--- config.mk ---
export PLATFORM = sky130hd
export DESIGN_NAME = tadc_front
export DESIGN_NICKNAME = d
export VERILOG_FILES = /design/src/tadc_pkg.sv /design/src/tadc_front.sv
export SDC_FILE = /design/constraint.sdc
export NUM_CORES = 1
export LEC_CHECK = 0
export ABC_AREA = 1
export BUFFER_PORTS_ARGS = -buffer_cell sky130_fd_sc_hd__buf_2
export CORE_AREA = 3 3 40 42
export CTS_CLUSTER_SIZE = 28
export DETAILED_ROUTE_END_ITERATION = 8
export DIE_AREA = 0 0 43 45
export GPL_TIMING_DRIVEN = 0
export PLACE_DENSITY = 0.74
export RECOVER_POWER = 100
export SLEW_MARGIN = 20
export SYNTH_ARGS = -nofsm -noshare
export SYNTH_HDL_FRONTEND = slang
export SYNTH_SLANG_ARGS = --single-unit
--- constraint.sdc ---
create_clock -name clk -period 3.9 [get_ports clk]
set_input_delay 0 -clock clk [delete_from_list [all_inputs] [get_ports clk]]
set_output_delay 0 -clock clk [all_outputs]
set_load 0.02 [all_outputs]
--- src/tadc_pkg.sv ---
`timescale 1ns / 1ps

package tadc_pkg;

    localparam int SAMPLE_W = 12;
    localparam int QUEUE_DEPTH = 2;
    localparam logic [31:0] LN2_Q32 = 32'd2977044472;
    localparam logic [24:0] CENTI_OFFSET = 25'd27315;
    localparam logic [15:0] TEMP_MAX = 16'd32767;
    localparam logic [15:0] RES_MAX = 16'd65535;
    localparam logic [12:0] MV_MAX = 13'd8191;

    // register indexes of the configuration port
    typedef enum logic [2:0] {
        CFG_SERIES = 3'd0,
        CFG_VREF   = 3'd1,
        CFG_COEF_A = 3'd2,
        CFG_COEF_B = 3'd3,
        CFG_COEF_C = 3'd4
    } cfg_idx_t;

    typedef struct packed {
        logic [19:0]        series;
        logic [12:0]        vref;
        logic signed [47:0] coef_a;
        logic signed [47:0] coef_b;
        logic signed [47:0] coef_c;
    } cfg_t;

    // one queued request
    typedef struct packed {
        logic [SAMPLE_W-1:0] sample;
        logic                zero;
    } entry_t;

    typedef struct packed {
        logic valid;
        logic full;
    } q_stat_t;

    typedef struct packed {
        logic        start;
        logic [64:0] num;
        logic [63:0] den;
    } div_req_t;

    typedef struct packed {
        logic        done;
        logic [64:0] quo;
    } div_rsp_t;

endpackage

--- src/tadc_front.sv ---
`timescale 1ns / 1ps

module tadc_front (
    input  logic                          clk,
    input  logic                          rst_n,
    input  logic                          start,
    input  logic [tadc_pkg::SAMPLE_W-1:0] adc_sample,
    input  tadc_pkg::q_stat_t             q_stat,
    output logic                          busy,
    output logic                          push,
    output logic                          front_valid,
    output tadc_pkg::entry_t              push_entry
);
    import tadc_pkg::*;

    logic   valid_reg;
    entry_t entry_reg;
    logic   accept;

    // hold one request until the queue has room
    assign busy        = valid_reg && q_stat.full;
    assign push        = valid_reg && !q_stat.full;
    assign accept      = start && !busy;
    assign push_entry  = entry_reg;
    assign front_valid = valid_reg;

    // capture and classify the sample
    always_ff @(posedge clk or negedge rst_n)
    begin
        if (!rst_n)
        begin
            valid_reg <= 1'b0;
        end
        else if (accept)
        begin
            valid_reg <= 1'b1;
        end
        else if (push)
        begin
            valid_reg <= 1'b0;
        end
    end

    always_ff @(posedge clk)
    begin
        if (accept)
        begin
            entry_reg.sample <= adc_sample;
            entry_reg.zero   <= (adc_sample == '0);
        end
    end

endmodule

======== Yosys cells after proc, flatten, opt, wreduce, memory -nomap -nowiden ========
Cells that the tools add are included.
W data, S select, Z words.
storage, ports and cells
  register bits ........................... 14
  word-level logic and storage cells ...... 12
cells by class
  reduce and logical (&&, ||, !) cells .... 7
  muxes and demuxes ....................... 2
operators by type and width
  cell                 number
  $logic_not A12 Y1    1
  $logic_and A1 B1 Y1  3
  $logic_not A1 Y1     2
  $mux W1              2
  $reduce_bool A2 Y1   1

======== Longest topological paths before layout ========
  depth after elaboration ................. 4
  mapped depth ............................ 5
  gate-level depth less buffers ........... 5

======== Worst setup path after synthesis ========
No wires, ideal clock.
  path kind ............................... flip-flop to flip-flop
  start point ............................. register valid_reg (netlist: front_valid)
  end point ............................... register entry_reg, in the netlist push_entry[0], enable pin
  data required time ...................... 3.518 ns
  stages on the path, launching flop included .. 4
  arrival ................................. 1.257 ns
  setup slack ............................. 2.261 ns
  library setup time ...................... 0.382 ns
  cells stage by stage .................... dfrtp_1 -> nand2_1 -> inv_1 -> nor2_1
on the way
  cells in the longest elaborated chain, start to end .. 3
RTL lines
  item                      line              source
  start: declaration        tadc_front.sv:16  logic valid_reg;
  start signal: assignment  tadc_front.sv:32  valid_reg <= 1'b0;
  start signal: assignment  tadc_front.sv:36  valid_reg <= 1'b1;
  start signal: assignment  tadc_front.sv:40  valid_reg <= 1'b0;
  $logic_and A1 B1 Y1       tadc_front.sv:21  assign busy = valid_reg && q_stat.full;
  net busy                  tadc_front.sv:9   output logic busy,
  $logic_not A1 Y1          tadc_front.sv:23  assign accept = start && !busy;
  $logic_and A1 B1 Y1       tadc_front.sv:23
  net accept                tadc_front.sv:18  logic accept;
  end: declaration          tadc_front.sv:17  entry_t entry_reg;
The timed path passes the listed nets, and every way through them passes these cells.
A chain may end at the register's enable or synchronous reset.

======== Final worst setup path ========
  start point ............................. register valid_reg (netlist: front_valid)
  end point ............................... register entry_reg, in the netlist push_entry[5], enable pin
on the way
  cells in the longest elaborated chain, start to end .. 3
RTL lines
  item                 line
  $logic_and A1 B1 Y1  tadc_front.sv:21
  $logic_not A1 Y1     tadc_front.sv:23
  $logic_and A1 B1 Y1  tadc_front.sv:23
  net accept           tadc_front.sv:18
The timed path passes the listed nets, and every way through them passes these cells.

==> metrics.txt <==
Initial Utilization=0.401; Top delay family on crit path=simple AND/OR/NAND/NOR gates; Leak=0.353 nW; GR Overflow Total=0; drt first-iter violations=10; Crit Path Class=reg2reg; synthesized instance count=40; drt total wl=~1.1 mm; vias in the first global route=approximately 430; Max Freq=586 MHz; drt pass-1 iters=4; critical path launch point type=flop; Final min period=1.71 ns; Worst-Margin Slew=1.06 ns; crit-path max FO=13; nets@finish=roughly 110; main combinational cell family by area after synthesis=simple AND/OR/NAND/NOR gates; n_diodes=0; All-Layer GR Usage=0.130; Wirelength per Cell=10.7 um; DRC viols=0; endpoints failing setup=0; largest net degree at the start of global routing=14; switching power=between 70 and 80 uW; hold_buf cts=15; Critical Path RT=3.79 ns; Resize count post-CTS=0; Core Region=1280 um^2; CTS max path bufs=2; Synth Area in Compound Gates=0; Yosys top cell area share=0.757; Worst Path Arrival=~1.6 ns; final period utilization=0.437; CTS clk-pin slew, worst paths=0.07 ns; WP buf/inv=1; part of the power in registers=0.582; Hold Path Class=in2async; Power Density=roughly 360 nW/um^2; chip height=45 um; Area Overhead vs Synth=61.9%; Synth Area in Simple Gates=0.114; first-pass GRT wire length=1.78 mm; Cell Chain, Critical Path=nand2_1 -> inv_1 -> nor2_1; area of the die=roughly 1900 um^2; htree depth=1; worst vdd ir=0.190 mV; initial antenna violation count=0; synth top area cells=edfxtp_1 76%, inv_1 8.0%, nand2_1 5.8%, dfrtp_1 4.9%, nor2_1 4.4%; top-count cell post-synth=edfxtp_1; Synth Warn #=0; clock network power share=0.262; Slew Viols, Final=0; reg2reg setup slack=roughly 2.2 ns; commonest cells in the netlist=13 x edfxtp_1, 11 x inv_1, 8 x nand2_1, 6 x nor2_1; CTS tree=yes; Comb pwr share=0.156; port bufs=31; filler cell count=113; internal power consumption=230 uW; Critical Path Max Stage Delay=approximately 0.79 ns; FF-to-FF Start=front_valid$_DFFE_PN0P_; Fin Setup TNS=0 ns; sw frac=0.238; R2R cell count=3; Clock Skew=0.00426 ns; sequential-to-total area share from yosys stat=0.806; Via density=4.18; antenna-violating nets left=0; Async S/R FF share, synth=0.0714; post-CTS setup buffer count=0; chip width=43 um; post-synthesis mux area share=0; Distinct cells, synth=6; Post-Synth XOR/XNOR Area=0; IO Pins=33; max-cap check violation count=0; post-synth top area cell=edfxtp_1; DP HPWL=between 800 and 900 um; top_reg_cell synth=edfxtp_1; crit end category=flop; WHS=0.0297 ns; average size of a mapped cell=roughly 13 um^2; CP max-delay cell=nor2_1; Core Rows=13; CTS Buf Count=3; routed vias=439; Sinks on Clock Net=14; CP Launch Point=front_valid$_DFFE_PN0P_; layout cell share with drive strength beyond 1=0.111; post-synthesis adder-cell area fraction=0; status=finished, final reports clean; Post-Syn Area=515 um^2; Relative slew margins=0.291; final hold vios=0; worst skew pair latency=approximately 0.27 ns; RSZ-0062 raised after global routing=false; reg2reg end=push_entry[5]$_DFFE_PP_; clock root cell=clkbuf_4; EDFF count, synth=13; GP Congestion=0.647; flip-flop and latch count after synthesis=14; Mapped Nets=57
[cell families (layout without fill, tap and decap cells)]
logic type | after synthesis | count (layout)
buffers and inverters | 11 | 61
flip-flops | 14 | 14
AND/OR/NAND/NOR | 15 | 15
[metrics by stage]
step / utilization / std cells / cell area [um^2] / total power, mW / setup slack [ns]
floorplan: - / 40 / 515 / 0.199 / 2.26
global placement: 0.537 / 86 / 689 / 0.217 / 2.28
detailed placement: 0.537 / 86 / 689 / 0.219 / 2.20
CTS: 0.674 / 105 / 866 / 0.311 / 2.19
global route: 0.649 / 105 / 835 / 0.319 / 2.08
finish: 0.649 / 105 / 835 / 0.303 / 2.19
[worst max path at each step]
stage | cells after the start | to
6_report | 3 | push_entry[5]$_DFFE_PP_
3_5_place_dp | 3 | push_entry[2]$_DFFE_PP_
4_1_cts | 3 | push_entry[5]$_DFFE_PP_
5_1_grt | 3 | push_entry[5]$_DFFE_PP_
3_3_place_gp | 3 | push_entry[1]$_DFFE_PP_
2_1_floorplan | 3 | push_entry[0]$_DFFE_PP_
[registers in the layout, indices dropped and copies added (netlist names)]
register / count
front_valid: 1
push_entry: 13
[power groups by stage]
stage,Combinational (mW),Clock [mW],Sequential [mW]
floorplan,0.00959,0,0.190
global placement,0.0380,0,0.179
detailed placement,0.0393,0,0.179
CTS,0.0512,0.0843,0.176
global route,0.0518,0.0904,0.177
finish,0.0472,0.0792,0.176
[layout by cell type, fill, tap and decap left out]
cell           synthesis  final
buf_2                  0      5
clkbuf_1               0     25
clkbuf_2               0      1
clkbuf_4               0      3
clkinv_1               0      1
dfrtp_1                1      1
dlygate4sd3_1          0     15
edfxtp_1              13     13
inv_1                 11     11
nand2_1                8      8
nor2_1                 6      6
nor2_2                 1      1
[routing by layer]
| metal | vias to the layer above | global-route usage | wire length, um |
|---|---|---|---|
| met5 | - | 0 | 0 |
| met4 | 0 | 0.0723 | 6 |
| met3 | 2 | 0.0279 | 109 |
| met2 | 19 | 0.243 | 577 |
| met1 | 192 | 0.135 | 431 |
| li1 | 226 | - | - |
[cell type report]
cell class                 count  area (um^2)  area share
clock buffer                   3         22.5      0.0270
timing repair buffer          46          274       0.328
sequential                    14          415       0.498
multi-input combinational     15         58.8      0.0705
inverter                      11         41.3      0.0495
tap                           15         18.8      0.0225
clock inverter                 1         3.75     0.00450
Power figures use the tool's default switching activity.
