--- config.mk ---
export PLATFORM = sky130hd
export DESIGN_NAME = tadc_queue
export DESIGN_NICKNAME = d
export VERILOG_FILES = /design/src/tadc_pkg.sv /design/src/tadc_queue.sv
export SDC_FILE = /design/constraint.sdc
export NUM_CORES = 1
export LEC_CHECK = 0
export CAP_MARGIN = 20
export CORE_UTILIZATION = 50
export DETAILED_ROUTE_END_ITERATION = 16
export DONT_BUFFER_PORTS = 1
export GPL_TIMING_DRIVEN = 0
export PLACE_DENSITY = 0.66
export SETUP_SLACK_MARGIN = 0.3
export SLEW_MARGIN = 20
export SYNTH_ARGS = -nofsm -noshare
export SYNTH_HDL_FRONTEND = slang
export SYNTH_SLANG_ARGS = --single-unit
--- constraint.sdc ---
create_clock -name clk -period 1.7 [get_ports clk]
set_input_delay 0.34 -clock clk [delete_from_list [all_inputs] [get_ports clk]]
set_output_delay 0.34 -clock clk [all_outputs]
set_load 0.02 [all_outputs]
--- src/tadc_pkg.sv ---
`timescale 1ns / 1ps

package tadc_pkg;

    localparam int SAMPLE_W = 12;
    localparam int QUEUE_DEPTH = 2;
    localparam logic [31:0] LN2_Q32 = 32'd2977044472;
    localparam logic [24:0] CENTI_OFFSET = 25'd27315;
    localparam logic [15:0] TEMP_MAX = 16'd32767;
    localparam logic [15:0] RES_MAX = 16'd65535;
    localparam logic [12:0] MV_MAX = 13'd8191;

    // register indexes of the configuration port
    typedef enum logic [2:0] {
        CFG_SERIES = 3'd0,
        CFG_VREF   = 3'd1,
        CFG_COEF_A = 3'd2,
        CFG_COEF_B = 3'd3,
        CFG_COEF_C = 3'd4
    } cfg_idx_t;

    typedef struct packed {
        logic [19:0]        series;
        logic [12:0]        vref;
        logic signed [47:0] coef_a;
        logic signed [47:0] coef_b;
        logic signed [47:0] coef_c;
    } cfg_t;

    // one queued request
    typedef struct packed {
        logic [SAMPLE_W-1:0] sample;
        logic                zero;
    } entry_t;

    typedef struct packed {
        logic valid;
        logic full;
    } q_stat_t;

    typedef struct packed {
        logic        start;
        logic [64:0] num;
        logic [63:0] den;
    } div_req_t;

    typedef struct packed {
        logic        done;
        logic [64:0] quo;
    } div_rsp_t;

endpackage

--- src/tadc_queue.sv ---
`timescale 1ns / 1ps

module tadc_queue (
    input  logic              clk,
    input  logic              rst_n,
    input  logic              push,
    input  tadc_pkg::entry_t  push_entry,
    input  logic              pop,
    output tadc_pkg::entry_t  pop_entry,
    output tadc_pkg::q_stat_t q_stat
);
    import tadc_pkg::*;

    localparam int PTR_W = $clog2(QUEUE_DEPTH);

    entry_t           slot_reg [QUEUE_DEPTH];
    logic [PTR_W-1:0] wr_ptr_reg;
    logic [PTR_W-1:0] rd_ptr_reg;
    logic [PTR_W:0]   count_reg;

    assign q_stat.valid = (count_reg != '0);
    assign q_stat.full  = (count_reg == (PTR_W+1)'(QUEUE_DEPTH));
    assign pop_entry    = slot_reg[rd_ptr_reg];

    // pointers and fill count
    always_ff @(posedge clk or negedge rst_n)
    begin
        if (!rst_n)
        begin
            wr_ptr_reg <= '0;
            rd_ptr_reg <= '0;
            count_reg  <= '0;
        end
        else
        begin
            if (push)
            begin
                wr_ptr_reg <= (wr_ptr_reg == PTR_W'(QUEUE_DEPTH - 1)) ? '0 : wr_ptr_reg + 1'b1;
            end
            if (pop)
            begin
                rd_ptr_reg <= (rd_ptr_reg == PTR_W'(QUEUE_DEPTH - 1)) ? '0 : rd_ptr_reg + 1'b1;
            end
            if (push && !pop)
            begin
                count_reg <= count_reg + 1'b1;
            end
            else if (pop && !push)
            begin
                count_reg <= count_reg - 1'b1;
            end
        end
    end

    // entry storage
    always_ff @(posedge clk)
    begin
        if (push)
        begin
            slot_reg[wr_ptr_reg] <= push_entry;
        end
    end

endmodule

# --- Word level (Yosys, flattened, before mapping) ---
# Memories as Yosys holds them, arrays and structs flattened.
# Cells that the tools add are included.
totals:
  regBits: 4
  memories: 1
  latchBits: 0
  mem_bits_ro: 0
  in_bits: 17
  output_inout_bits: 15
  mem_bits_rw: 26
  word_cells: 21
memory_table:
  columns: ["memory", "depth", "width", "read_ports", "rd_ports_with_merged_regs", "wr", "line", "rtl"]
  rows:
  - ["slot_reg", 2, 13, 1, 0, 1, "tadc_queue.sv:16", "entry_t slot_reg [QUEUE_DEPTH];"]
op_classes:
  n_div: 0
  bitwise_logic: 0
  multipliers: 0
  n_lt_le_gt_ge: 0
  shifts: 0
  n_addsub: 4
  n_eq_ne: 1
  muxes: 6
  reduce_logical: 6
ops:
  columns: ["op", "n"]
  rows:
  - ["1-bit two-way mux", 4]
  - ["2-bit two-way mux", 2]
  - ["2-bit nonzero test", 2]
  - ["1-bit adder (second input constant)", 2]
  - ["2-bit by 1-bit adder with 2-bit output (second input constant)", 1]
  - ["2-bit == test (second input constant)", 1]
  - ["1-bit logical AND", 2]
  - ["1-bit zero test", 2]
  - ["2-bit by 1-bit subtractor with 2-bit output (second input constant)", 1]

# --- Longest topological paths before layout ---
depth:
  ltp_word: 4
  depth_mapped: 5
  ltp_nobuf: 5

# --- Worst setup path before layout ---
# No wires, ideal clock.
synth_path:
  path_type: "register to register"
  start: "reg wr_ptr_reg"
  end: "mem slot_reg[0][0] in the netlist's numbering, enable pin"
  arrival_ns: 1.007
  period_less_slack_ns: 1.391
  n_path_buf: 0
  path_stages_with_launch: 2
  setup_ns: 0.384
  required_ns: 1.316
  slack_ns: 0.309
  cell_sequence: "dfrtp_1 nor2b_1"
synth_lines:
  columns: ["element", "line", "rtl"]
  rows:
  - ["start: declaration", "tadc_queue.sv:17", "logic [PTR_W-1:0] wr_ptr_reg;"]
  - ["start signal: assignment", "tadc_queue.sv:38", "wr_ptr_reg <= (wr_ptr_reg == PTR_W'(QUEUE_DEPTH - 1)) ? '0 : wr_ptr_reg + 1'b1;"]
  - ["end: declaration", "tadc_queue.sv:16", null]
# No word-level cell before the write port.

==> results.json <==
{
  "outcome": "complete, no violations",
  "finalNetCount": 85,
  "clock-root-buffer": "clkbuf_4",
  "die_w_um": 49.5,
  "grt_use_total": 0.155,
  "rsz0062_at_grt": "yes",
  "clk-insertion-delay-late_ns": 0.32,
  "power.leakage_nw": 0.500,
  "hold_start": "pop",
  "initial_core_util": 0.552,
  "synth_commonest_cells": "edfxtp_1 (26), mux2_2 (13), dfrtp_1 (4), xor2_1 (4), nor2b_1 (2)",
  "netlist_instances": 56,
  "fin_crit_sh": 0.933,
  "cp.required_ns": 1.36,
  "core_mm2": 0.00204,
  "pwr_density_cell_mw_per_mm2": 1750,
  "wl_per_cell_um": 16.7,
  "synth_fp_nets": 74,
  "firstDrtPassIters": 2,
  "clock_skew_ns": 0.00630,
  "rows": 16,
  "r2r_end": "slot_reg[1][3]",
  "drv_cap": 0,
  "setup_viol": 0,
  "fin_util": 0.639,
  "drt_iter0_markers": 2,
  "worstPathArrival_ns": 1.25,
  "clk_pin_slew_ns": 0.08,
  "route.antenna.remaining_nets": 0,
  "critPathMaxFanout": 10,
  "rr_startpoint": "wr_ptr_reg",
  "die_h_um": 49.5,
  "hold_violations": 0,
  "post-place-cells": 83,
  "vias": 496,
  "cts_tree": "done",
  "ir_drop_mv": 1.26,
  "crit_type": "register to primary output",
  "ys_seq_area_frac": 0.781,
  "syn_area_per_cell_um2": 20.1,
  "min_path_cells": 1,
  "die_area_mm2": 0.00245,
  "crit_path_start_kind": "register",
  "ys_seq_elements": 30,
  "final-instance-count-excl-fill": 95,
  "syn_area_mm2": 0.00113,
  "place_area_mm2": 0.00116,
  "ys_types": 12,
  "largest_reg_flops": 26,
  "fill_cells": 154,
  "grt_antenna_before_repair": 0,
  "globalRouteOverflowTotal": 0,
  "fin_crit_ns": 1.59,
  "cts_buffers": 5,
  "vias_per_cell": 5.22,
  "synth_edf_count": 26,
  "grt_pass1_vias": 572,
  "grt_max_degree": 14,
  "place_congestion": 0.595,
  "synthArstFlopShare": 0.133,
  "holdPathEnd": "rd_ptr_reg",
  "insertedDiodeCount": 0,
  "port_buffers": 0,
  "grt_pass1_wl_um": 2510,
  "use_met1": 0.152,
  "total_power_w": 0.00228,
  "clk_path_buf_depth": 2,
  "crit_path_end_kind": "primary output",
  "synth_top_area_cell": "edfxtp_1",
  "globalRouteMet3Util": 0.0802,
  "cts_num_sinks": 30,
  "yosys.area.top_type_share": 0.693,
  "synth.most_common_cell": "edfxtp_1",
  "yosys_most_used_dff": "edfxtp_1",
  "io_pins": 32,
  "slew_headroom": 0.588,
  "drv_slew": 0,
  "synth.area.top_cells": "edfxtp_1 (69%), mux2_2 (13%), dfrtp_1 (8.9%)",
  "r2r_slack_ns": 0.35,
  "drive_gt1_frac": 0.382,
  "drc": 0,
  "busiest_layer": "met2",
  "tightest_slew_ns": 0.619,
  "fin_area_mm2": 0.00131,
  "syn2layout_area_growth_pct": 15.8,
  "use_met2": 0.240,
  "htree_levels": 2,
  "ys_warn_count": 0,
  "worstRegToRegCells": 1,
  "hold_class": "input port to register",
  "fmax_mhz": 630,
  "routed_wl_um": 1590
}
-- layout by cell type, fill, tap and decap left out, drive strengths merged --
master / synthesis / layout
dlygate4sd3: 0 / 1
xor2: 4 / 4
buf: 1 / 4
inv: 1 / 1
edfxtp: 26 / 26
or2: 1 / 1
ha: 1 / 1
and2: 1 / 1
xnor2: 1 / 1
nor2b: 2 / 2
clkbuf: 0 / 8
mux2: 13 / 13
nor2: 1 / 1
dfrtp: 4 / 4
-- worst max path at each step --
stage               startpoint              to  cells after the start
floorplan           wr_ptr_reg  slot_reg[0][0]                      1
global placement    wr_ptr_reg  slot_reg[0][3]                      1
detailed placement  rd_ptr_reg    pop_entry[7]                      2
CTS                 rd_ptr_reg    pop_entry[7]                      2
global route        rd_ptr_reg    pop_entry[7]                      2
finish              rd_ptr_reg    pop_entry[7]                      2
-- power breakdown --
part           internal, W  switching (W)
clock             0.000164       0.000217
combinational     0.000370       0.000458
sequential        0.000995      0.0000727
-- metal layers --
layer | part of all wire | routed length, µm | vias to the layer above
li1 | - | - | 229
met1 | 0.37 | 592 | 241
met2 | 0.50 | 788 | 21
met3 | 0.11 | 167 | 5
met4 | 0.025 | 39 | 0
met5 | 0 | 0 | -
-- metrics by stage --
stage	hold slack, ns	worst slack [ns]	setup TNS (ns)
after detailed placement	0.0445	0.301	0
after CTS	0.0874	0.105	0
after global routing	0.0814	0.0847	0
after global placement	0.0445	-0.0372	-0.478
after floorplan	0.0444	0.309	0
final	0.0966	0.114	0
-- what timing repair did --
item,CTS,global route
buffers inserted,2,1
resized for setup,12,5
setup endpoints to repair,15,27
endpoints found under the hold margin,4,0
hold buffers,1,0
-- worst max-delay path, stage by stage (launching register included) --
cell and delay, ns:
dfrtp_2 0.42, buf_6 0.16, mux2_4 0.35
-- final cells by class --
| class | instances | area (µm²) | share of cell area |
|---|---|---|---|
| multi-input cells | 24 | 293 | 0.224 |
| plain buffers | 1 | 11.3 | 0.00863 |
| clock buffers | 8 | 48.8 | 0.0374 |
| repair buffers | 4 | 32.5 | 0.0249 |
| well taps | 27 | 33.8 | 0.0259 |
| flip-flops and latches | 30 | 882 | 0.676 |
| inverters | 1 | 3.75 | 0.00288 |
-- cell families (layout without fill, tap and decap cells) --
| logic type | count (synthesis) | count (layout) | share of synthesized area |
|---|---|---|---|
| xor gates and xnor gates | 5 | 5 | 0.0388 |
| muxes | 13 | 13 | 0.130 |
| buffers and inverters | 2 | 14 | 0.0133 |
| adders and majority gates | 1 | 1 | 0.0111 |
| DFF | 30 | 30 | 0.781 |
| and+or+nand+nor | 5 | 5 | 0.0255 |
Power figures use the tool's default switching activity.
