File: src/tadc_pkg.sv
`timescale 1ns / 1ps

package tadc_pkg;

    localparam int SAMPLE_W = 12;
    localparam int QUEUE_DEPTH = 2;
    localparam logic [31:0] LN2_Q32 = 32'd2977044472;
    localparam logic [24:0] CENTI_OFFSET = 25'd27315;
    localparam logic [15:0] TEMP_MAX = 16'd32767;
    localparam logic [15:0] RES_MAX = 16'd65535;
    localparam logic [12:0] MV_MAX = 13'd8191;

    // register indexes of the configuration port
    typedef enum logic [2:0] {
        CFG_SERIES = 3'd0,
        CFG_VREF   = 3'd1,
        CFG_COEF_A = 3'd2,
        CFG_COEF_B = 3'd3,
        CFG_COEF_C = 3'd4
    } cfg_idx_t;

    typedef struct packed {
        logic [19:0]        series;
        logic [12:0]        vref;
        logic signed [47:0] coef_a;
        logic signed [47:0] coef_b;
        logic signed [47:0] coef_c;
    } cfg_t;

    // one queued request
    typedef struct packed {
        logic [SAMPLE_W-1:0] sample;
        logic                zero;
    } entry_t;

    typedef struct packed {
        logic valid;
        logic full;
    } q_stat_t;

    typedef struct packed {
        logic        start;
        logic [64:0] num;
        logic [63:0] den;
    } div_req_t;

    typedef struct packed {
        logic        done;
        logic [64:0] quo;
    } div_rsp_t;

endpackage

File: src/tadc_div.sv
`timescale 1ns / 1ps

module tadc_div (
    input  logic               clk,
    input  logic               rst_n,
    input  tadc_pkg::div_req_t req,
    output tadc_pkg::div_rsp_t rsp
);
    import tadc_pkg::*;

    localparam logic [6:0] DIV_STEPS = 7'd65;

    logic [64:0] num_reg;
    logic [63:0] den_reg;
    logic [63:0] rem_reg;
    logic [6:0]  count_reg;
    logic        done_reg;
    logic [64:0] trial;
    logic        fits;

    // restoring step, one quotient bit a cycle
    always_comb
    begin
        trial = {rem_reg, num_reg[64]};
        fits  = (trial >= {1'b0, den_reg});
    end

    assign rsp.done = done_reg;
    assign rsp.quo  = num_reg;

    always_ff @(posedge clk or negedge rst_n)
    begin
        if (!rst_n)
        begin
            count_reg <= '0;
            done_reg  <= 1'b0;
        end
        else
        begin
            done_reg <= 1'b0;
            if (req.start)
            begin
                count_reg <= DIV_STEPS;
            end
            else if (count_reg != '0)
            begin
                count_reg <= count_reg - 1'b1;
                if (count_reg == 7'd1)
                begin
                    done_reg <= 1'b1;
                end
            end
        end
    end

    always_ff @(posedge clk)
    begin
        if (req.start)
        begin
            num_reg <= req.num;
            den_reg <= req.den;
            rem_reg <= '0;
        end
        else if (count_reg != '0)
        begin
            if (fits)
            begin
                rem_reg <= 64'(trial - {1'b0, den_reg});
                num_reg <= {num_reg[63:0], 1'b1};
            end
            else
            begin
                rem_reg <= trial[63:0];
                num_reg <= {num_reg[63:0], 1'b0};
            end
        end
    end

endmodule

File: config.mk
export PLATFORM = sky130hd
export DESIGN_NAME = tadc_div
export DESIGN_NICKNAME = d
export VERILOG_FILES = /design/src/tadc_pkg.sv /design/src/tadc_div.sv
export SDC_FILE = /design/constraint.sdc
export NUM_CORES = 1
export LEC_CHECK = 0
export BUFFER_PORTS_ARGS = -buffer_cell sky130_fd_sc_hd__buf_2
export CAP_MARGIN = 20
export CORE_AREA = 2 2 178 180
export DETAILED_ROUTE_END_ITERATION = 8
export DIE_AREA = 0 0 180 182
export HOLD_SLACK_MARGIN = 0.15
export PLACE_DENSITY = 0.7
export SLEW_MARGIN = 20
export SYNTH_ARGS = -nofsm -noshare
export SYNTH_HDL_FRONTEND = slang
export SYNTH_SLANG_ARGS = --single-unit
File: constraint.sdc
create_clock -name clk -period 4.2 [get_ports clk]
set_clock_uncertainty 0.2 [all_clocks]
set_input_delay 1.05 -clock clk [delete_from_list [all_inputs] [get_ports clk]]
set_output_delay 1.05 -clock clk [all_outputs]
set_load 0.01 [all_outputs]
[Yosys cells after proc, flatten, opt, wreduce, memory -nomap -nowiden]
Cells that the tools add are included.
Operators by class
  multiplexer cells: 9
  multiply operators: 0
  bitwise logic cells: 0
  div/mod/pow operators: 0
  magnitude comparators: 1
  equal/unequal tests: 1
  shift-type cells: 0
  reductions and logical operators: 2
  $add $sub $neg: 2
Operators with widths (count)
  two-way mux 65 bit: 2
  greater-or-equal comparator 65 x 64 -> 1 bit: 1
  two-way mux 64 bit: 1
  subtractor 64 bit: 1
  two-way mux 7 bit: 2
  equality test 7 x 1 -> 1 bit (second input constant): 1
  nonzero test 7 bit: 1
  subtractor 7 x 1 -> 7 bit (second input constant): 1
  two-way mux 1 bit: 4
  nonzero test 2 bit: 1
Word-level totals
  output and inout bits: 66
  memories: 0
  latch bits: 0
  logic and storage cells: 20
  bits in writable memories: 0
  bits in registers: 201
  bits in read-only memories: 0

[Logic depth before layout (Yosys ltp)]
Gate-level depths: netlist of the first run.
  depth after elaboration: 4
  depth in mapped cells: 14
  mapped depth without buffers: 13

[Worst setup path after synthesis of the first run]
No wires, ideal clock.
  path type: input port to flip-flop
  start point: input port req[129] in the netlist's numbering
  end point: register num_reg[0], enable pin
  path buffers: 2
  stages on the path: 4
  library setup time: 0.419 ns
  path slack: 0.557 ns
  arrival time: 3.024 ns
  cell sequence: clkbuf_1 -> clkbuf_1 -> nor2_1 -> inv_1
Between the ends
  word-level cells in the longest chain between the ends: 1
RTL lines
  start, declared: line tadc_div.sv:6  | input tadc_pkg::div_req_t req,
  nonzero test 2 bit (no line)
  end signal, assigned: line tadc_div.sv:60  | num_reg <= req.num;
  end signal, assigned: line tadc_div.sv:69  | num_reg <= {num_reg[63:0], 1'b1};
  end signal, assigned: line tadc_div.sv:74  | num_reg <= {num_reg[63:0], 1'b0};
  end, declared: line tadc_div.sv:13  | logic [64:0] num_reg;
No other way between the ends.
A chain may end at the register's enable or synchronous reset.

[Worst setup path after layout of the first run]
  start point: register num_reg[64]
  end point: register rem_reg[56]
Between the ends
  word-level cells in the longest chain between the ends: 2
RTL lines
  subtractor 64 bit / greater-or-equal comparator 65 x 64 -> 1 bit (equally long branches): line tadc_div.sv:68, tadc_div.sv:25
  two-way mux 64 bit *: line tadc_div.sv:66  | if (fits)
  end signal, assigned: line tadc_div.sv:68  | rem_reg <= 64'(trial - {1'b0, den_reg});
  end signal, assigned: line tadc_div.sv:73  | rem_reg <= trial[63:0];
  end, declared: line tadc_div.sv:15  | logic [63:0] rem_reg;
Every way passes the cells marked *; elsewhere a longest branch is shown, timed or not.

==> impl_metrics.tcl, run 1 <==
set metrics [dict create \
    ys_types 72 \
    powerDensity_nw_per_um2 631 \
    synth_compound_area_share_pct 19.0 \
    async_flop_share_pct 3.98 \
    synth-edff-count 129 \
    cp.arrival_ns 4.02 \
    grt_max_degree 66 \
    dr.first_iter.drc_count 853 \
    end_kind "flip-flop" \
    reg2reg_depth 13 \
    crit_top_cell "a21oi_1" \
    area_delta_synth_final_pct 17.3 \
    insertedDiodeCount 0 \
    grt-ovfl-total 0 \
    initial_core_util_pct 40.1 \
    layout.nets 1691 \
    ir_drop_mv 0.407 \
    synth-xor-area-share_pct 3.39 \
    worstSetupPathType "flip-flop to flip-flop" \
    ioPinCount 198 \
    clkSinkCount 201 \
    cts_made_buffers 25 \
    first_pass_iters 5 \
    vias_per_cell 5.61 \
    rsz0062_at_grt "false" \
    port_buffers 197 \
    setup_tns_ns 0 \
    worst_pin_slew_ns 0.843 \
    num_rows 65 \
    postCtsSetupBuffers 0 \
    wirelength_microns 33800 \
    whs_path_depth 2 \
    cts_tree "yes" \
    synth-simple-area-share_pct 15.8 \
    synthTopCellsByArea "edfxtp_1 (31%), dfxtp_1 (10%), ha_1 (6.7%), mux2_2 (5.9%), nand2_1 (4.9%)" \
    gp_congestion 0.966 \
    yosysMostFrequentCell "nand2_1" \
    cellLeakagePower_nw 6.30 \
    status "complete, no violations" \
    root_buffer "clkbuf_16" \
    fp.dieArea_sq_um 32800 \
    cts.htree.levels 1 \
    ys_seq_area_share_pct 43.1 \
    grt_use_met2_pct 33.3 \
    dp_hpwl_microns 25300 \
    use_met3_pct 5.23 \
    cpPeakStageDelay_ns 0.52 \
    setup_viol 0 \
    cp_cell_sequence "inv_1 > ha_1 > inv_1 > fa_1 > a21o_1 > a311o_1 > a21oi_1 > a21oi_1 > o31ai_1 > a21oi_1 > or4b_1 > a31oi_1 > o31ai_1" \
    synth_adder_area_share_pct 6.81 \
    netlist_top_cells_count "nand2_1 (161), edfxtp_1 (129), nor2_1 (108)" \
    ys.flop_type "edfxtp_1" \
    instances_no_fill 1913 \
    grt_first_pass_wirelength_microns 54500 \
    synth_top_family_by_area "compound AO/OA/AOI/OAI gates" \
    clockBufferDepth 3 \
    synth_cells 1332 \
    netlist_area_sq_um 12400 \
    busiest_layer "met2" \
    die_x_microns 180 \
    grt_usage_pct 20.3 \
    post_cts_resized 0 \
    finalCritPeriodShare_pct 90.3 \
    synth.ff_latch_count 201 \
    core-area_sq_um 31000 \
    avgSynthCellArea_sq_um 9.32 \
    fp.dieH_microns 182 \
    largest_reg_flops 65 \
    insertion_delay_ns 0.57 \
    relSlewSlack_pct 43.6 \
    crit_required_ns 4.43 \
    ant_nets 0 \
    hold_violations 0 \
    drv_slew 0 \
    post-place-cells 1866 \
    final_layout_size_suffix_gt1_share_pct 21.8 \
    antenna_found_initial 2 \
    path_clk_slew_ns 0.07 \
    max_freq_mhz 264 \
    drcViolationCount 0 \
    yosys.area.top_type "edfxtp_1" \
    min_path_type "flip-flop to flip-flop" \
    synthDominantCellAreaShare_pct 31.2 \
    use_met1_pct 26.5 \
    syn_nets 1531 \
    synthMuxAreaShare_pct 6.38 \
    yosysWarnings 0 \
    num_vias 10700 \
    grt_pass1_vias 10500 \
    hold_buffers 1 \
    cp-start-kind "flip-flop" \
    finalCriticalPeriod_ns 3.79 \
    slowest_stage "or4b_1" \
    drv_cap 0 \
    wl_per_cell_microns 17.7 \
    cp_max_fo 6 \
]
[cell usage in the layout (no fill, tap or decap), types with 25 or more instances in the layout]
cell and count:
a211oi_1 25, a21o_1 29, a21oi_1 104, a311oi_1 35
buf_2 196, clkbuf_16 26, dfxtp_1 64, edfxtp_1 129
ha_1 66, inv_1 87, mux2_2 65, nand2_1 161
nand4_1 36, nor2_1 108, o21ai_0 52, xnor2_1 25
[final cells by class]
| cell class | count | area [sq um] |
|---|---|---|
| inverters | 88 | 330 |
| clock inverters | 11 | 139 |
| multi-input cells | 964 | 6400 |
| well taps | 402 | 503 |
| repair buffers | 212 | 1130 |
| fillers | 2920 | 16400 |
| flip-flops and latches | 201 | 5360 |
| clock buffers | 35 | 704 |
[power breakdown]
| part | total [mW] | leakage [nW] | switching, mW | internal [mW] |
|---|---|---|---|---|
| logic | 4.15 | 3.97 | 2.57 | 1.58 |
| registers | 2.84 | 1.93 | 0.294 | 2.55 |
| clock network | 2.21 | 0.397 | 0.900 | 1.31 |
| total | 9.20 | 6.30 | 3.76 | 5.44 |
[logic make-up (layout without fill, tap and decap cells)]
group,after synthesis,after routing
and+or+nand+nor,424,424
AOI/OAI and AO/OA,354,354
DFF,201,201
buffers and inverters,167,346
muxes,71,71
adders and majority gates,67,67
xor gates and xnor gates,48,48
[worst paths after layout]
path	start	to	slack, ns
max	num_reg[64]	rem_reg[56]	0.41
min	rem_reg[8]	rem_reg[9]	0.28
max reg2reg	num_reg[64]	rem_reg[56]	0.41
min reg2reg	rem_reg[8]	rem_reg[9]	0.28
max in group asynchronous	rst_n	count_reg[3]	2.96
min in group asynchronous	rst_n	count_reg[0]	0.68
[metal layers]
layer	part of all wire, %	routed length (microns)
met2	45	15300
met1	44	15100
met4	2.6	883
met3	7.6	2590
met5	0.086	29
[critical path: cells and delay by family, from the launching register on]
| kind | cells | cell delay [ns] |
|---|---|---|
| AO/OA/AOI/OAI | 8 | 1.83 |
| adder cells (fa/ha/maj) | 2 | 0.58 |
| AND/OR/NAND/NOR | 1 | 0.52 |
| flip-flops | 1 | 0.40 |
| buffers and inverters | 2 | 0.14 |
[per-stage QoR]
| stage | area, sq um | hold slack, ns | setup WS (ns) | total power, mW | util (%) |
|---|---|---|---|---|---|
| final | 14600 | 0.282 | 0.409 | 9.20 | 47.0 |
| after global routing | 14600 | 0.320 | 0.223 | 9.81 | 47.0 |
| after global placement | 13700 | 0.280 | 0.567 | 6.87 | 44.3 |
| after detailed placement | 13700 | 0.280 | 0.494 | 6.95 | 44.3 |
| after CTS | 14600 | 0.282 | 0.451 | 9.19 | 47.0 |
| after floorplan | 12400 | 0.251 | 0.557 | 5.86 | - |
Note: power is estimated with default switching activity, not from simulation.
==> run 2: changes to the inputs <==
- CELL_PAD_IN_SITES_DETAIL_PLACEMENT: not set -> 1
- CELL_PAD_IN_SITES_GLOBAL_PLACEMENT: not set -> 2
- CORE_AREA: 2 2 178 180 -> 2 2 200 202
- DIE_AREA: 0 0 180 182 -> 0 0 202 204
- HOLD_SLACK_MARGIN: 0.15 -> 0.12
- PLACE_DENSITY: 0.7 -> 0.86
- clock period: 4.2 -> 3.2 ns (I/O delays scaled with it)
==> run 2 against run 1 <==
Effect of this change:
- the run now ends with negative setup slack left
- largest power group unchanged
- combinational power rose to 2.5 times the previous value
- utilization increased by 0.89 points
- critical path depth is the same
- routed wire length rose by 48%
- highest routed layer unchanged
- sequential power increased by 33%
- final area is 29% higher
==> impl_metrics.tcl, run 2 (synthesized netlist as in run 1, its figures left out) <==
set metrics [dict create \
    final_layout_size_suffix_gt1_share_pct 46.6 \
    relSlewSlack_pct 49.2 \
    pre_cts_ws_ns -0.414 \
    cellLeakagePower_nw 8.21 \
    max_freq_mhz 298 \
    r2r-end "rem_reg[56]" \
    cts.htree.levels 1 \
    cp_max_fo 4 \
    first_pass_iters 7 \
    grt_usage_pct 22.5 \
    instances_no_fill 2326 \
    fp.dieH_microns 204 \
    largest_reg_flops 65 \
    r2r-start "num_reg[64]" \
    cp.arrival_ns 3.61 \
    grt-ovfl-total 0 \
    port_buffers 197 \
    grt_pass1_vias 13300 \
    initial_core_util_pct 31.7 \
    violations "negative setup slack" \
    fp.dieArea_sq_um 41200 \
    root_buffer "clkbuf_16" \
    ir_drop_mv 0.493 \
    grt_first_pass_wirelength_microns 74000 \
    cp-start-kind "flip-flop" \
    powerDensity_nw_per_um2 929 \
    finalCritPeriodShare_pct 105 \
    insertedDiodeCount 0 \
    wirelength_microns 50200 \
    core-area_sq_um 39200 \
    setup_ws_ns -0.150 \
    hold_violations 0 \
    dr.first_iter.drc_count 645 \
    timing.critical_path.to "rem_reg[56]" \
    regToRegSetupSlack_ns -0.15 \
    clkSinkCount 201 \
    crit_required_ns 3.46 \
    gp_congestion 0.885 \
    end_kind "flip-flop" \
    path_clk_slew_ns 0.07 \
    ant_nets 0 \
    wl_per_cell_microns 21.6 \
    final_common_cell "buf_4" \
    post-place-cells 2221 \
    status "finished, violations left" \
    cts_made_buffers 26 \
    drv_slew 0 \
    cp-startpoint "num_reg[64]" \
    grt_max_degree 75 \
    num_vias 12500 \
    antenna_found_initial 2 \
    drv_cap 0 \
    layout.nets 1980 \
    area_delta_synth_final_pct 51.2 \
    setup_viol 53 \
    rsz0062_at_grt "true" \
    layout_common_cells "buf_4 (264), buf_2 (196), edfxtp_1 (129)" \
    drcViolationCount 0 \
    dp_hpwl_microns 33800 \
    cts_tree "yes" \
    clockBufferDepth 3 \
    finalCriticalPeriod_ns 3.35 \
    reg2reg_depth 13 \
    worst_pin_slew_ns 0.763 \
    die_x_microns 202 \
    min_path_type "primary input to flip-flop" \
    ioPinCount 198 \
    worstSetupPathType "flip-flop to flip-flop" \
    num_rows 73 \
    insertion_delay_ns 0.57 \
    vias_per_cell 5.39 \
]
## run 2: cell types whose count changed in the layout (fill, tap and decap cells not counted), sizes merged
cell      before  now
clkbuf        35   39
clkinvlp       4    2
clkinv         3    4
inv           90   89
buf          211  496
bufinv         2    5
## run 2: how the worst min path moves through the flow
stage | startpoint | endpoint | slack (ns) | depth (start not counted)
floorplan | rem_reg[2] | rem_reg[2] | 0.25 | 2
global placement | count_reg[6] | count_reg[6] | 0.28 | 2
detailed placement | rem_reg[32] | rem_reg[33] | 0.29 | 2
CTS | req[41] | den_reg[41] | 0.19 | 1
global route | req[41] | den_reg[41] | 0.18 | 1
finish | req[53] | den_reg[53] | 0.21 | 1
## run 2: timing repair
item,in CTS,in global routing
buffers inserted,37,16
gates cloned,4,3
pin swaps,53,95
endpoints found under the setup margin,65,64
resized for setup,164,169
hold buffers,1,0
endpoints found under the hold margin,8,0
## run 2: worst max-delay path, stage by stage, from the launching register on
cell	delay [ns]
edfxtp_1	0.40
inv_2	0.09
ha_4	0.14
inv_2	0.04
fa_2	0.35
a21o_1	0.19
a311o_1	0.32
a21oi_2	0.23
a21oi_4	0.11
o31ai_4	0.26
a21oi_4	0.14
or4b_1	0.49
a31oi_1	0.21
o31ai_1	0.09
## run 2: layout make-up
class,count,area [sq um]
Fill cell,4360,20400
Multi-Input combinational cell,964,7830
Tap cell,525,657
Inverter,88,334
Timing Repair Buffer,500,3660
Clock buffer,36,708
Sequential cell,201,5360
Clock inverter,12,216
## run 2: power by group
group | internal (mW) | total [mW] | switching (mW) | leakage [nW]
Combinational | 4.95 | 10.4 | 5.49 | 5.83
Sequential | 3.34 | 3.79 | 0.446 | 1.93
Clock | 1.96 | 3.20 | 1.24 | 0.440
## run 2: layer usage
| layer | GRT usage, % | routed length, microns | share of wire [%] |
|---|---|---|---|
| met3 | 4.69 | 3020 | 6.0 |
| met1 | 27.7 | 20800 | 41 |
| met2 | 40.3 | 25000 | 50 |
| met5 | 0 | 24 | 0.048 |
| met4 | 5.02 | 1430 | 2.8 |
## run 2: metrics by stage
| step | area, sq um | hold WS (ns) | total power [mW] | TNS, ns | util, % |
|---|---|---|---|---|---|
| after floorplan | 12400 | 0.251 | 7.71 | -0.00126 | - |
| after global routing | 18800 | 0.181 | 18.3 | -8.41 | 47.9 |
| after CTS | 17900 | 0.185 | 15.9 | -0.264 | 45.6 |
| after detailed placement | 15700 | 0.294 | 11.1 | -13.70 | 40.1 |
| final | 18800 | 0.209 | 17.4 | -2.88 | 47.9 |
| after global placement | 15700 | 0.281 | 10.9 | -4.85 | 40.1 |
